--- src/rtl/rgb_to_hsv_converter_macros.svh ---
// Assertion helpers for the RGB to HSV converter.
// Both sample on the rising edge of i_clk and are off while reset is held.
`ifndef RGB_TO_HSV_CONVERTER_MACROS_SVH
`define RGB_TO_HSV_CONVERTER_MACROS_SVH

// The consequent must hold in the same cycle as the antecedent.
`define RGBHSV_ASSERT_IMP(label, ante, cons) \
    label: assert property (@(posedge i_clk) disable iff (!i_rst_n) \
        (ante) |-> (cons)) else $error("rgb_to_hsv_converter assertion failed");

// The consequent must hold a fixed number of cycles after the antecedent.
`define RGBHSV_ASSERT_DLY(label, ante, dly, cons) \
    label: assert property (@(posedge i_clk) disable iff (!i_rst_n) \
        (ante) |-> ##(dly) (cons)) else $error("rgb_to_hsv_converter assertion failed");

`endif

--- src/rtl/rgbhsv_pkg.sv ---
package rgbhsv_pkg;

    localparam int CHANNEL_BITS = 16;
    localparam int HUE_BITS     = 15;

    // Both quotients are produced by the same number of restoring steps.
    localparam int DIV_STEPS = (CHANNEL_BITS > HUE_BITS) ? CHANNEL_BITS : HUE_BITS;
    localparam int NUM_BITS  = CHANNEL_BITS + DIV_STEPS;
    localparam int MAG_BITS  = CHANNEL_BITS + 3;

    // Sixty degrees in 1/64 degree units is 4096 - 256.
    localparam int HUE_SHIFT_HI = 12;
    localparam int HUE_SHIFT_LO = 8;
    localparam int HUE_SIXTY    = (1 << HUE_SHIFT_HI) - (1 << HUE_SHIFT_LO);
    localparam logic [HUE_BITS-1:0] HUE_FULL_TURN = HUE_BITS'(6 * HUE_SIXTY);

    typedef struct packed {
        logic [CHANNEL_BITS-1:0] red;
        logic [CHANNEL_BITS-1:0] green;
        logic [CHANNEL_BITS-1:0] blue;
    } t_rgb_in;

    typedef struct packed {
        logic [HUE_BITS-1:0]     hue;
        logic [CHANNEL_BITS-1:0] saturation;
        logic [CHANNEL_BITS-1:0] brightness;
    } t_hsv_out;

    // One lane of the restoring divider. wq holds the dividend bits not yet
    // consumed in its upper part and the quotient bits found so far below them.
    typedef struct packed {
        logic [CHANNEL_BITS-1:0] rem;
        logic [DIV_STEPS-1:0]    wq;
        logic [CHANNEL_BITS-1:0] den;
    } t_div_lane;

    typedef struct packed {
        logic [CHANNEL_BITS-1:0] brightness;
        logic                    hue_neg;
        logic                    hue_zero;
        logic                    sat_zero;
    } t_side;

    typedef struct packed {
        t_div_lane sat;
        t_div_lane hue;
        t_side     side;
    } t_div_item;

endpackage

--- src/rtl/rgb_to_hsv_converter.sv ---
// RGB to HSV converter, fully pipelined: one item may start in every cycle.
// Items pass through the prep registers, the divider stages with one restoring
// divider step per stage, and the output register that drives o_strobe.
// busy is always low, so throughput is one item per cycle, and the receiver
// cannot stall. Synchronous active-low reset clears only the valid bits.
`include "rgb_to_hsv_converter_macros.svh"

module rgb_to_hsv_converter (
    input  logic                 i_clk,
    input  logic                 i_rst_n,
    input  logic                 start,
    output logic                 busy,
    input  rgbhsv_pkg::t_rgb_in  i_item,
    output logic                 o_strobe,
    output rgbhsv_pkg::t_hsv_out o_item
);
    import rgbhsv_pkg::*;

    localparam int PIPE_LATENCY = DIV_STEPS + 4;

    logic      prep_vld;
    t_div_item prep_item;
    logic      div_vld;
    t_div_item div_item;

    logic      r_out_vld;
    t_hsv_out  r_out;
    t_hsv_out  n_out;

    logic [HUE_BITS-1:0] quot_hue;

    assign busy = 1'b0;

    rgbhsv_prep u_prep (
        .i_clk   (i_clk),
        .i_rst_n (i_rst_n),
        .i_vld   (start && !busy),
        .i_item  (i_item),
        .o_vld   (prep_vld),
        .o_item  (prep_item)
    );

    rgbhsv_divpipe u_div (
        .i_clk   (i_clk),
        .i_rst_n (i_rst_n),
        .i_vld   (prep_vld),
        .i_item  (prep_item),
        .o_vld   (div_vld),
        .o_item  (div_item)
    );

    // A negative hue wraps by a full turn unless it truncated to zero.
    always_comb begin
        quot_hue         = div_item.hue.wq[HUE_BITS-1:0];
        n_out.brightness = div_item.side.brightness;
        n_out.saturation = div_item.side.sat_zero ? '0
                                                  : div_item.sat.wq[CHANNEL_BITS-1:0];
        if (div_item.side.hue_zero) begin
            n_out.hue = '0;
        end else if (div_item.side.hue_neg && quot_hue != '0) begin
            n_out.hue = HUE_FULL_TURN - quot_hue;
        end else begin
            n_out.hue = quot_hue;
        end
    end

    always_ff @(posedge i_clk) begin
        if (!i_rst_n) begin
            r_out_vld <= 1'b0;
        end else begin
            r_out_vld <= div_vld;
        end
    end

    always_ff @(posedge i_clk) begin
        r_out <= n_out;
    end

    assign o_strobe = r_out_vld;
    assign o_item   = r_out;

    `RGBHSV_ASSERT_DLY(a_latency, start, PIPE_LATENCY, o_strobe)
    `RGBHSV_ASSERT_IMP(a_no_spurious, o_strobe, $past(start, PIPE_LATENCY))
    `RGBHSV_ASSERT_IMP(a_hue_range, o_strobe, o_item.hue < HUE_FULL_TURN)
    `RGBHSV_ASSERT_IMP(a_black_sat, o_strobe && o_item.brightness == '0, o_item.saturation == '0)
    `RGBHSV_ASSERT_IMP(a_grey_hue, o_strobe && o_item.saturation == '0, o_item.hue == '0)

endmodule

--- src/rtl/rgbhsv_prep.sv ---
module rgbhsv_prep (
    input  logic                  i_clk,
    input  logic                  i_rst_n,
    input  logic                  i_vld,
    input  rgbhsv_pkg::t_rgb_in   i_item,
    output logic                  o_vld,
    output rgbhsv_pkg::t_div_item o_item
);
    import rgbhsv_pkg::*;

    // Input register.
    logic    r_a_vld;
    t_rgb_in r_a;

    // Max, delta (max minus min) and hue numerator magnitude.
    logic                    r_b_vld;
    logic [CHANNEL_BITS-1:0] r_b_hi;
    logic [CHANNEL_BITS-1:0] r_b_delta;
    logic [MAG_BITS-1:0]     r_b_mag;
    logic                    r_b_neg;

    logic                    r_c_vld;
    t_div_item               r_c;

    logic [CHANNEL_BITS-1:0] n_hi;
    logic [CHANNEL_BITS-1:0] n_lo;
    logic [CHANNEL_BITS-1:0] n_delta;
    logic [MAG_BITS-1:0]     n_mag;
    logic                    n_neg;
    logic [NUM_BITS-1:0]     sat_num;
    logic [NUM_BITS-1:0]     hue_num;
    t_div_item               n_c;

    always_ff @(posedge i_clk) begin
        if (!i_rst_n) begin
            r_a_vld <= 1'b0;
            r_b_vld <= 1'b0;
            r_c_vld <= 1'b0;
        end else begin
            r_a_vld <= i_vld;
            r_b_vld <= r_a_vld;
            r_c_vld <= r_b_vld;
        end
    end

    // Red wins ties, then green.
    always_comb begin
        n_neg = 1'b0;
        if (r_a.red >= r_a.green && r_a.red >= r_a.blue) begin
            n_hi = r_a.red;
        end else if (r_a.green >= r_a.blue) begin
            n_hi = r_a.green;
        end else begin
            n_hi = r_a.blue;
        end
        if (r_a.red <= r_a.green && r_a.red <= r_a.blue) begin
            n_lo = r_a.red;
        end else if (r_a.green <= r_a.blue) begin
            n_lo = r_a.green;
        end else begin
            n_lo = r_a.blue;
        end
        n_delta = n_hi - n_lo;
        if (r_a.red >= r_a.green && r_a.red >= r_a.blue) begin
            n_neg = r_a.green < r_a.blue;
            n_mag = n_neg ? MAG_BITS'(r_a.blue - r_a.green)
                          : MAG_BITS'(r_a.green - r_a.blue);
        end else if (r_a.green >= r_a.blue) begin
            n_mag = (MAG_BITS'(n_delta) << 1) + MAG_BITS'(r_a.blue) - MAG_BITS'(r_a.red);
        end else begin
            n_mag = (MAG_BITS'(n_delta) << 2) + MAG_BITS'(r_a.red) - MAG_BITS'(r_a.green);
        end
    end

    // Both numerators are constant multiples, built from shifts.
    always_comb begin
        sat_num = (NUM_BITS'(r_b_delta) << CHANNEL_BITS) - NUM_BITS'(r_b_delta);
        hue_num = (NUM_BITS'(r_b_mag) << HUE_SHIFT_HI) - (NUM_BITS'(r_b_mag) << HUE_SHIFT_LO);
        n_c.sat.rem          = sat_num[NUM_BITS-1:DIV_STEPS];
        n_c.sat.wq           = sat_num[DIV_STEPS-1:0];
        n_c.sat.den          = r_b_hi;
        n_c.hue.rem          = hue_num[NUM_BITS-1:DIV_STEPS];
        n_c.hue.wq           = hue_num[DIV_STEPS-1:0];
        n_c.hue.den          = r_b_delta;
        n_c.side.brightness  = r_b_hi;
        n_c.side.hue_neg     = r_b_neg;
        n_c.side.hue_zero    = (r_b_delta == '0);
        n_c.side.sat_zero    = (r_b_hi == '0);
    end

    always_ff @(posedge i_clk) begin
        r_a       <= i_item;
        r_b_hi    <= n_hi;
        r_b_delta <= n_delta;
        r_b_mag   <= n_mag;
        r_b_neg   <= n_neg;
        r_c       <= n_c;
    end

    assign o_vld  = r_c_vld;
    assign o_item = r_c;

endmodule

--- src/rtl/rgbhsv_divpipe.sv ---
module rgbhsv_divpipe (
    input  logic                  i_clk,
    input  logic                  i_rst_n,
    input  logic                  i_vld,
    input  rgbhsv_pkg::t_div_item i_item,
    output logic                  o_vld,
    output rgbhsv_pkg::t_div_item o_item
);
    import rgbhsv_pkg::*;

    // One restoring step: bring down the next dividend bit and subtract
    // the divisor where it fits.
    function automatic t_div_lane div_step(input t_div_lane x);
        logic [CHANNEL_BITS:0] trial;
        logic                  fits;
        t_div_lane             y;
        trial = {x.rem, x.wq[DIV_STEPS-1]};
        fits  = trial >= {1'b0, x.den};
        y.den = x.den;
        y.rem = fits ? CHANNEL_BITS'(trial - {1'b0, x.den}) : trial[CHANNEL_BITS-1:0];
        y.wq  = {x.wq[DIV_STEPS-2:0], fits};
        return y;
    endfunction

    logic      r_vld   [DIV_STEPS];
    t_div_item r_stage [DIV_STEPS];

    for (genvar i = 0; i < DIV_STEPS; i++) begin : g_step
        t_div_item src;
        logic      src_vld;
        t_div_item n_stage;

        if (i == 0) begin : g_first
            assign src     = i_item;
            assign src_vld = i_vld;
        end else begin : g_next
            assign src     = r_stage[i-1];
            assign src_vld = r_vld[i-1];
        end

        always_comb begin
            n_stage.sat  = div_step(src.sat);
            n_stage.hue  = div_step(src.hue);
            n_stage.side = src.side;
        end

        always_ff @(posedge i_clk) begin
            if (!i_rst_n) begin
                r_vld[i] <= 1'b0;
            end else begin
                r_vld[i] <= src_vld;
            end
        end

        always_ff @(posedge i_clk) begin
            r_stage[i] <= n_stage;
        end
    end

    assign o_vld  = r_vld[DIV_STEPS-1];
    assign o_item = r_stage[DIV_STEPS-1];

endmodule
--- config.mk ---
export PLATFORM = sky130hd
export DESIGN_NAME = rgb_to_hsv_converter
export DESIGN_NICKNAME = d
export VERILOG_FILES = /design/src/rtl/rgbhsv_pkg.sv /design/src/rtl/rgb_to_hsv_converter.sv /design/src/rtl/rgbhsv_prep.sv /design/src/rtl/rgbhsv_divpipe.sv
export VERILOG_INCLUDE_DIRS = /design/src /design/src/rtl
export SDC_FILE = /design/constraint.sdc
export NUM_CORES = 2
export LEC_CHECK = 0
export BUFFER_PORTS_ARGS = -buffer_cell sky130_fd_sc_hd__buf_2
export CORE_MARGIN = 8
export CORE_UTILIZATION = 35
export CTS_CLUSTER_DIAMETER = 100
export DETAILED_ROUTE_END_ITERATION = 6
export PLACE_DENSITY = 0.56
export SLEW_MARGIN = 0
export SYNTH_ARGS = -nofsm -noshare
export SYNTH_HDL_FRONTEND = slang
export SYNTH_SLANG_ARGS = --single-unit
--- constraint.sdc ---
create_clock -name i_clk -period 8.65 [get_ports i_clk]
set_input_delay 1.2975 -clock i_clk [delete_from_list [all_inputs] [get_ports i_clk]]
set_output_delay 1.2975 -clock i_clk [all_outputs]
set_load 0.1 [all_outputs]
Yosys cells after proc, flatten, opt, wreduce, memory -nomap -nowiden. Memories as Yosys holds them, arrays and structs flattened. A register that Yosys moved wholly into a read port is not among the register bits. Index checks and enable logic that the tools add are counted.

Bits in registers: 249. Logic and storage cells: 186. Memories: 2. Output and inout port bits: 49. Input port bits: 51. Bits in writable memories: 1856.

Mux-type cells: 58. Reductions and logical operators: 7. Add/subtract/negate cells: 42. Magnitude comparators: 39. Bitwise gates (word level): 16.

Memories: u_div.r_stage (words 16, width 115, rd ports 16, clocked after memory_dff 0, write ports 16, RTL line rgbhsv_divpipe.sv:26) `t_div_item r_stage [DIV_STEPS];`; u_div.r_vld (words 16, width 1, rd ports 16, clocked after memory_dff 1, write ports 16, RTL line rgbhsv_divpipe.sv:25) `logic r_vld [DIV_STEPS];`.

Operator list (count): 16-bit 2-to-1 mux (36); 17-bit by 16-bit greater-or-equal comparator with 1-bit output (32); 16-bit subtractor (33); 19-bit 2-to-1 mux (3); 16-bit greater-or-equal comparator (3); 16-bit <= comparator (3); 19-bit by 16-bit subtractor with 19-bit output (2); 16-bit by 16-bit subtractor with 17-bit output (2); 16-bit logical NOT (2); 31-bit by 27-bit subtractor with 32-bit output (1); 32-bit by 16-bit subtractor with 32-bit output (1); 18-bit by 16-bit adder with 19-bit output (1); 17-bit by 16-bit adder with 18-bit output (1); 1-bit 2-to-1 mux (18); 16-bit less-than comparator (1); 1-bit bitwise OR (16); 15-bit 2-to-1 mux (1); 15-bit nonzero test (1); 15-bit subtractor (first input constant) (1); 1-bit logical AND (3); 1-bit logical NOT (1).

Logic depth before layout (Yosys ltp).
Depth after elaboration: 8. Mapped depth: 40. Gate-level depth less buffers: 37.

Modules after synthesis. Synthesis repeated with hierarchy kept, for this count alone.

Cell total of the unflattened synthesis: 7769. Area total of the unflattened synthesis: 81110.3 um2.

Modules (own cells, without submodules): rgbhsv_divpipe (area an instance 67815.0 um2, seq. area each 37155.6 um2, times used 1, cells each 6310); rgbhsv_prep (area an instance 11755.0 um2, seq. area each 3863.7 um2, times used 1, cells each 1323); rgb_to_hsv_converter (area an instance 1540.2 um2, seq. area each 960.9 um2, times used 1, cells each 136).

Worst setup path after synthesis. Ideal clock, no wire load.

Path type: register to register. Start: reg u_prep.r_a[12] in the netlist's numbering. End: reg u_prep.r_b_mag[17]. Clock period less this slack: 7.439 ns. Required time: 8.520 ns. Buffers on the path: 5. Stages on the path, launching flop included: 36. Arrival: 7.309 ns. Path slack: 1.211 ns. Library setup time: 0.130 ns. Path through: dfxtp_1 > inv_1 > ha_1 > buf_4 > nand2_1 > o21ai_1 > and2b_1 > o31ai_4 > buf_2 > buf_1 > buf_2 > buf_1 > nand3_1 > a21oi_1 > a21oi_1 > fa_1 > a21o_1 > a21oi_1 > o21bai_1 > a21oi_1 > o21bai_1 > a21oi_1 > o21bai_1 > a21oi_1 > o21ai_0 > a21o_1 > a21o_1 > xor2_1 > ha_1 > and4_1 > a2111oi_0 > nand2_1 > or3_1 > o21ai_1 > a211o_1 > o21ai_1.

Cells in the longest elaborated chain, start to end: 8. Elaborated cells between the ends (all ways): 21. Classes of those cells: 7 x add/sub; 5 x order compare; 7 x mux; 2 x reduce/logical.

Ends and longest elaborated chain: start: declaration (RTL line rgbhsv_prep.sv:13) `t_rgb_in r_a;`; start signal: assignment (RTL line rgbhsv_prep.sv:92) `r_a <= i_item;`; 16-bit greater-or-equal comparator (tied with other cells) (RTL line rgbhsv_prep.sv:51) `end else if (r_a.green >= r_a.blue) begin`; 16-bit 2-to-1 mux (tied with other cells) (RTL line rgbhsv_prep.sv:51); 16-bit 2-to-1 mux (on tied branches) (RTL line rgbhsv_prep.sv:49, rgbhsv_prep.sv:56); 16-bit subtractor * (RTL line rgbhsv_prep.sv:63) `n_delta = n_hi - n_lo;`; via u_prep.n_delta[14] (RTL line rgbhsv_prep.sv:27) `logic [CHANNEL_BITS-1:0] n_delta;`; 18-bit by 16-bit adder with 19-bit output / 17-bit by 16-bit adder with 18-bit output (equally long branches) (RTL line rgbhsv_prep.sv:71, rgbhsv_prep.sv:69); 19-bit by 16-bit subtractor with 19-bit output (on tied branches) (RTL line rgbhsv_prep.sv:71, rgbhsv_prep.sv:69); 19-bit 2-to-1 mux * (RTL line rgbhsv_prep.sv:68) `end else if (r_a.green >= r_a.blue) begin`; 19-bit 2-to-1 mux * (RTL line rgbhsv_prep.sv:64) `if (r_a.red >= r_a.green && r_a.red >= r_a.blue) begin`; via u_prep.n_mag[17] (RTL line rgbhsv_prep.sv:28) `logic [MAG_BITS-1:0] n_mag;`; end signal: assignment (RTL line rgbhsv_prep.sv:95) `r_b_mag <= n_mag;`; end: declaration (RTL line rgbhsv_prep.sv:19) `logic [MAG_BITS-1:0] r_b_mag;`.

The timed path passes the listed nets; every way through them passes the cells marked *. A chain may end at the register's enable or synchronous reset.

Worst setup path after layout.
Start: reg u_prep.r_a[19] in the netlist's numbering. End: reg u_prep.r_b_mag[17].

Same word-level chain as after synthesis.

==> reports/metrics.cfg <==
[timing]
fin_setup_tns_ns = 0
fin_crit_ns = 7.90
rsz0062_at_grt = no
skew_ns = 0.0401
drv_slew = 0
fin_ws_ns = 0.753
whs_ns = 0.301
tightest_slew_ns = 0.922
hold_viol = 0
fmax_mhz = 127
max_slew_margin_pct = 38.4
timing.final.crit_share_pct = 91.3
setup_viol = 0

[global_route]
grt_use_total_pct = 13.4
grt_pass1_vias = 48300
antenna_found_initial = 1
grt_max_degree = 57
grt_overflow = 0
grt_pass1_wl_um = 236000

[final_layout]
final_area_sq_um = 79600
nets = 7771
final_layout_size_suffix_gt1_share_pct = 12.5
n_antenna_cell = 0
seqCellArea_sq_um = 33400
multiInputGateArea_sq_um = 32700
fillers = 18900
area_growth_syn_to_layout_pct = 14.8

[floorplanning]
core-area_sq_um = 197000
dieArea_sq_um = 213000
fp.dieW_um = 461
start_util_pct = 35.2
pin_count = 100
fp.dieH_um = 461
rows = 163

[detailed_routing]
finalWirelength_um = 144000
dr.pass1.iters = 5
antenna_left = 0
vias_per_cell = 4.66
drc = 0
drt-initial-drc-count = 1851
vias = 45700
post_drt_wl_per_cell_um = 14.7

[place]
dpl.hpwl_um = 113000
dpl_worst_slack_ns = 0.220
place_area_sq_um = 73100
port-buffer-count = 98
gp_congestion = 0.854

[clock_tree]
clk_latency_ns = 0.81
htreeDepth = 4
cts_sinks = 1670
clk_path_buf_depth = 3
holdBufCountCts = 0
clkTransAtPathRegs_ns = 0.06
cts_tree = done
cts-root-buf = clkbuf_16
cts_buffers = 183

[synthesis]
syn_inst = 6778
synth_seq_cells = 1670
postSynth.asyncResetShare_pct = 0
yosys_warnings = 0
yosysTopAreaCell = dfxtp_1
yosysTopAreaCellShare_pct = 48.2
mappedNetlistArea_sq_um = 69400
synthTopCellsByArea = dfxtp_1 48%, ha_1 12%, mux2_2 6.4%, inv_1 4.2%, xnor2_1 3.2%
synth_fp_nets = 7539
seq_area_frac_synth_pct = 48.2
yosysUniqueCellTypes = 78
synth_edf_count = 0
syn_area_per_cell_sq_um = 10.2
synthFlopType = dfxtp_1

[outcome]
status = finished clean

[flow_run]
drv_cap = 0

[worst_setup_path]
cp.required_ns = 9.32
critPathMaxStageDelay_ns = 0.51
cp.arrival_ns = 8.57
path_max_fanout = 10
slowest_stage = a221oi_2
crit_path_frequent_cell = a21oi_1
end_kind = register
critPathLaunchType = register
worstSetupPathType = reg -> reg

[worst_hold_path]
hold_path.class = reg -> reg

[through the flow]
step	utilization, %	std cells
CTS	40.4	9800
global placement	37.0	9463
floorplan	-	6778
detailed placement	37.0	9463
finish	40.4	9802
global route	40.4	9802
[area by class of cell]
| class | instances | area share, % |
|---|---|---|
| Inverter | 776 | 3.66 |
| Clock inverter | 89 | 1.66 |
| Sequential cell | 1670 | 42.0 |
| Tap cell | 2640 | 4.15 |
| Timing Repair Buffer | 128 | 0.915 |
| Clock buffer | 248 | 6.54 |
| Multi-Input combinational cell | 4251 | 41.1 |
[layer usage]
| layer | up-vias | GRT usage, % | wire [um] |
|---|---|---|---|
| met5 | - | 0 | 0 |
| met4 | 0 | 6.16 | 6560 |
| met3 | 360 | 2.44 | 5110 |
| met2 | 642 | 25.3 | 72700 |
| met1 | 21100 | 14.3 | 59800 |
| li1 | 23600 | - | - |
[flip-flops by register name, indices dropped and copies added, names as in the netlist, 16 cells and up]
signal and flops:
u_div.r_vld 16, u_div.r_stage 1413, u_prep.r_b_hi 16, u_prep.r_a 48
o_item 47, u_prep.r_b_mag 19, u_prep.r_b_delta 16, u_prep.o_item 90
[cell usage in the layout, fill, tap and decap left out, types with 19 or more instances in the layout]
cell / instances
o21ai_1: 66
clkbuf_1: 28
nor4_1: 63
o41ai_2: 19
or2_2: 20
nand4_1: 133
and3_1: 24
mux2i_1: 63
a211oi_1: 19
and2_1: 38
clkinv_2: 31
o21bai_1: 23
nand2_1: 237
mux2_2: 394
o21a_1: 93
nor2b_1: 202
nor2_1: 458
a21boi_0: 77
a21oi_1: 312
a21boi_1: 30
nor3_1: 200
o21ai_0: 256
clkbuf_8: 36
dfxtp_1: 1670
ha_1: 659
inv_1: 776
xnor2_1: 256
nand2b_1: 74
a21o_1: 112
xor2_1: 106
buf_4: 29
bufinv_16: 23
o31ai_1: 29
fa_1: 51
clkbuf_16: 184
buf_2: 98
nand3_1: 70
[worst paths after layout]
kind	from	to	slack (ns)	depth (start not counted)
hold reg to reg	u_div.r_stage[0][842]$_DFF_P_	u_div.r_stage[1][38]$_DFF_P_	0.30	0
setup reg to reg	u_prep.r_a[19]$_DFF_P_	u_prep.r_b_mag[17]$_DFF_P_	0.75	33
hold / removal	u_div.r_stage[0][842]$_DFF_P_	u_div.r_stage[1][38]$_DFF_P_	0.30	0
setup / recovery	u_prep.r_a[19]$_DFF_P_	u_prep.r_b_mag[17]$_DFF_P_	0.75	33
[critical path, delay by kind of cell, from the launching register on]
family	cells	cell delay, ns
AOI/OAI and AO/OA	20	4.20
adders and majority gates	5	1.59
and+or+nand+nor	4	1.01
DFF	1	0.41
xor gates and xnor gates	2	0.31
buffers and inverters	2	0.22
[repair_timing]
action                     in CTS  in global routing
hold endpoints to repair        0                  0
setup endpoints to repair       0                  3
gates resized for setup         0                  6
buffers inserted                0                  2
[cell usage after synthesis (8+ instances only)]
master and n:
nand2b_1 75, a41o_1 10, o21a_1 93, dfxtp_1 1670, or3_1 17, a211oi_1 20, or2_1 8, fa_1 51
o21ai_1 67, ha_1 659, o31ai_1 29, clkbuf_1 33, o21ai_0 256, inv_1 776, nor2b_1 202, nor2_1 458
xnor2_1 256, o211ai_1 13, a21oi_1 313, nor3_1 200, a21boi_0 77, or2_2 20, a31oi_1 15, a2111oi_0 14
a21boi_1 30, o41ai_2 18, nand4_1 133, and2_1 38, and3_1 24, nor4_1 63, mux2i_1 63, mux2_2 394
nand2_1 237, o41ai_1 11, a21o_1 112, nand3_1 70, o21bai_1 23, buf_2 40, xor2_1 106
[cell families after synthesis]
group,share of synthesized area [%]
XOR/XNOR,4.57
AND/OR/NAND/NOR,11.3
flip-flops,48.2
adder cells (fa/ha/maj),13.4
AO/OA/AOI/OAI,10.6
multiplexers,7.30
buffers and inverters,4.74
other,0.00540
Power is not shown: default switching activity piles up to over one toggle a cycle in this logic, so the estimate is an artifact.
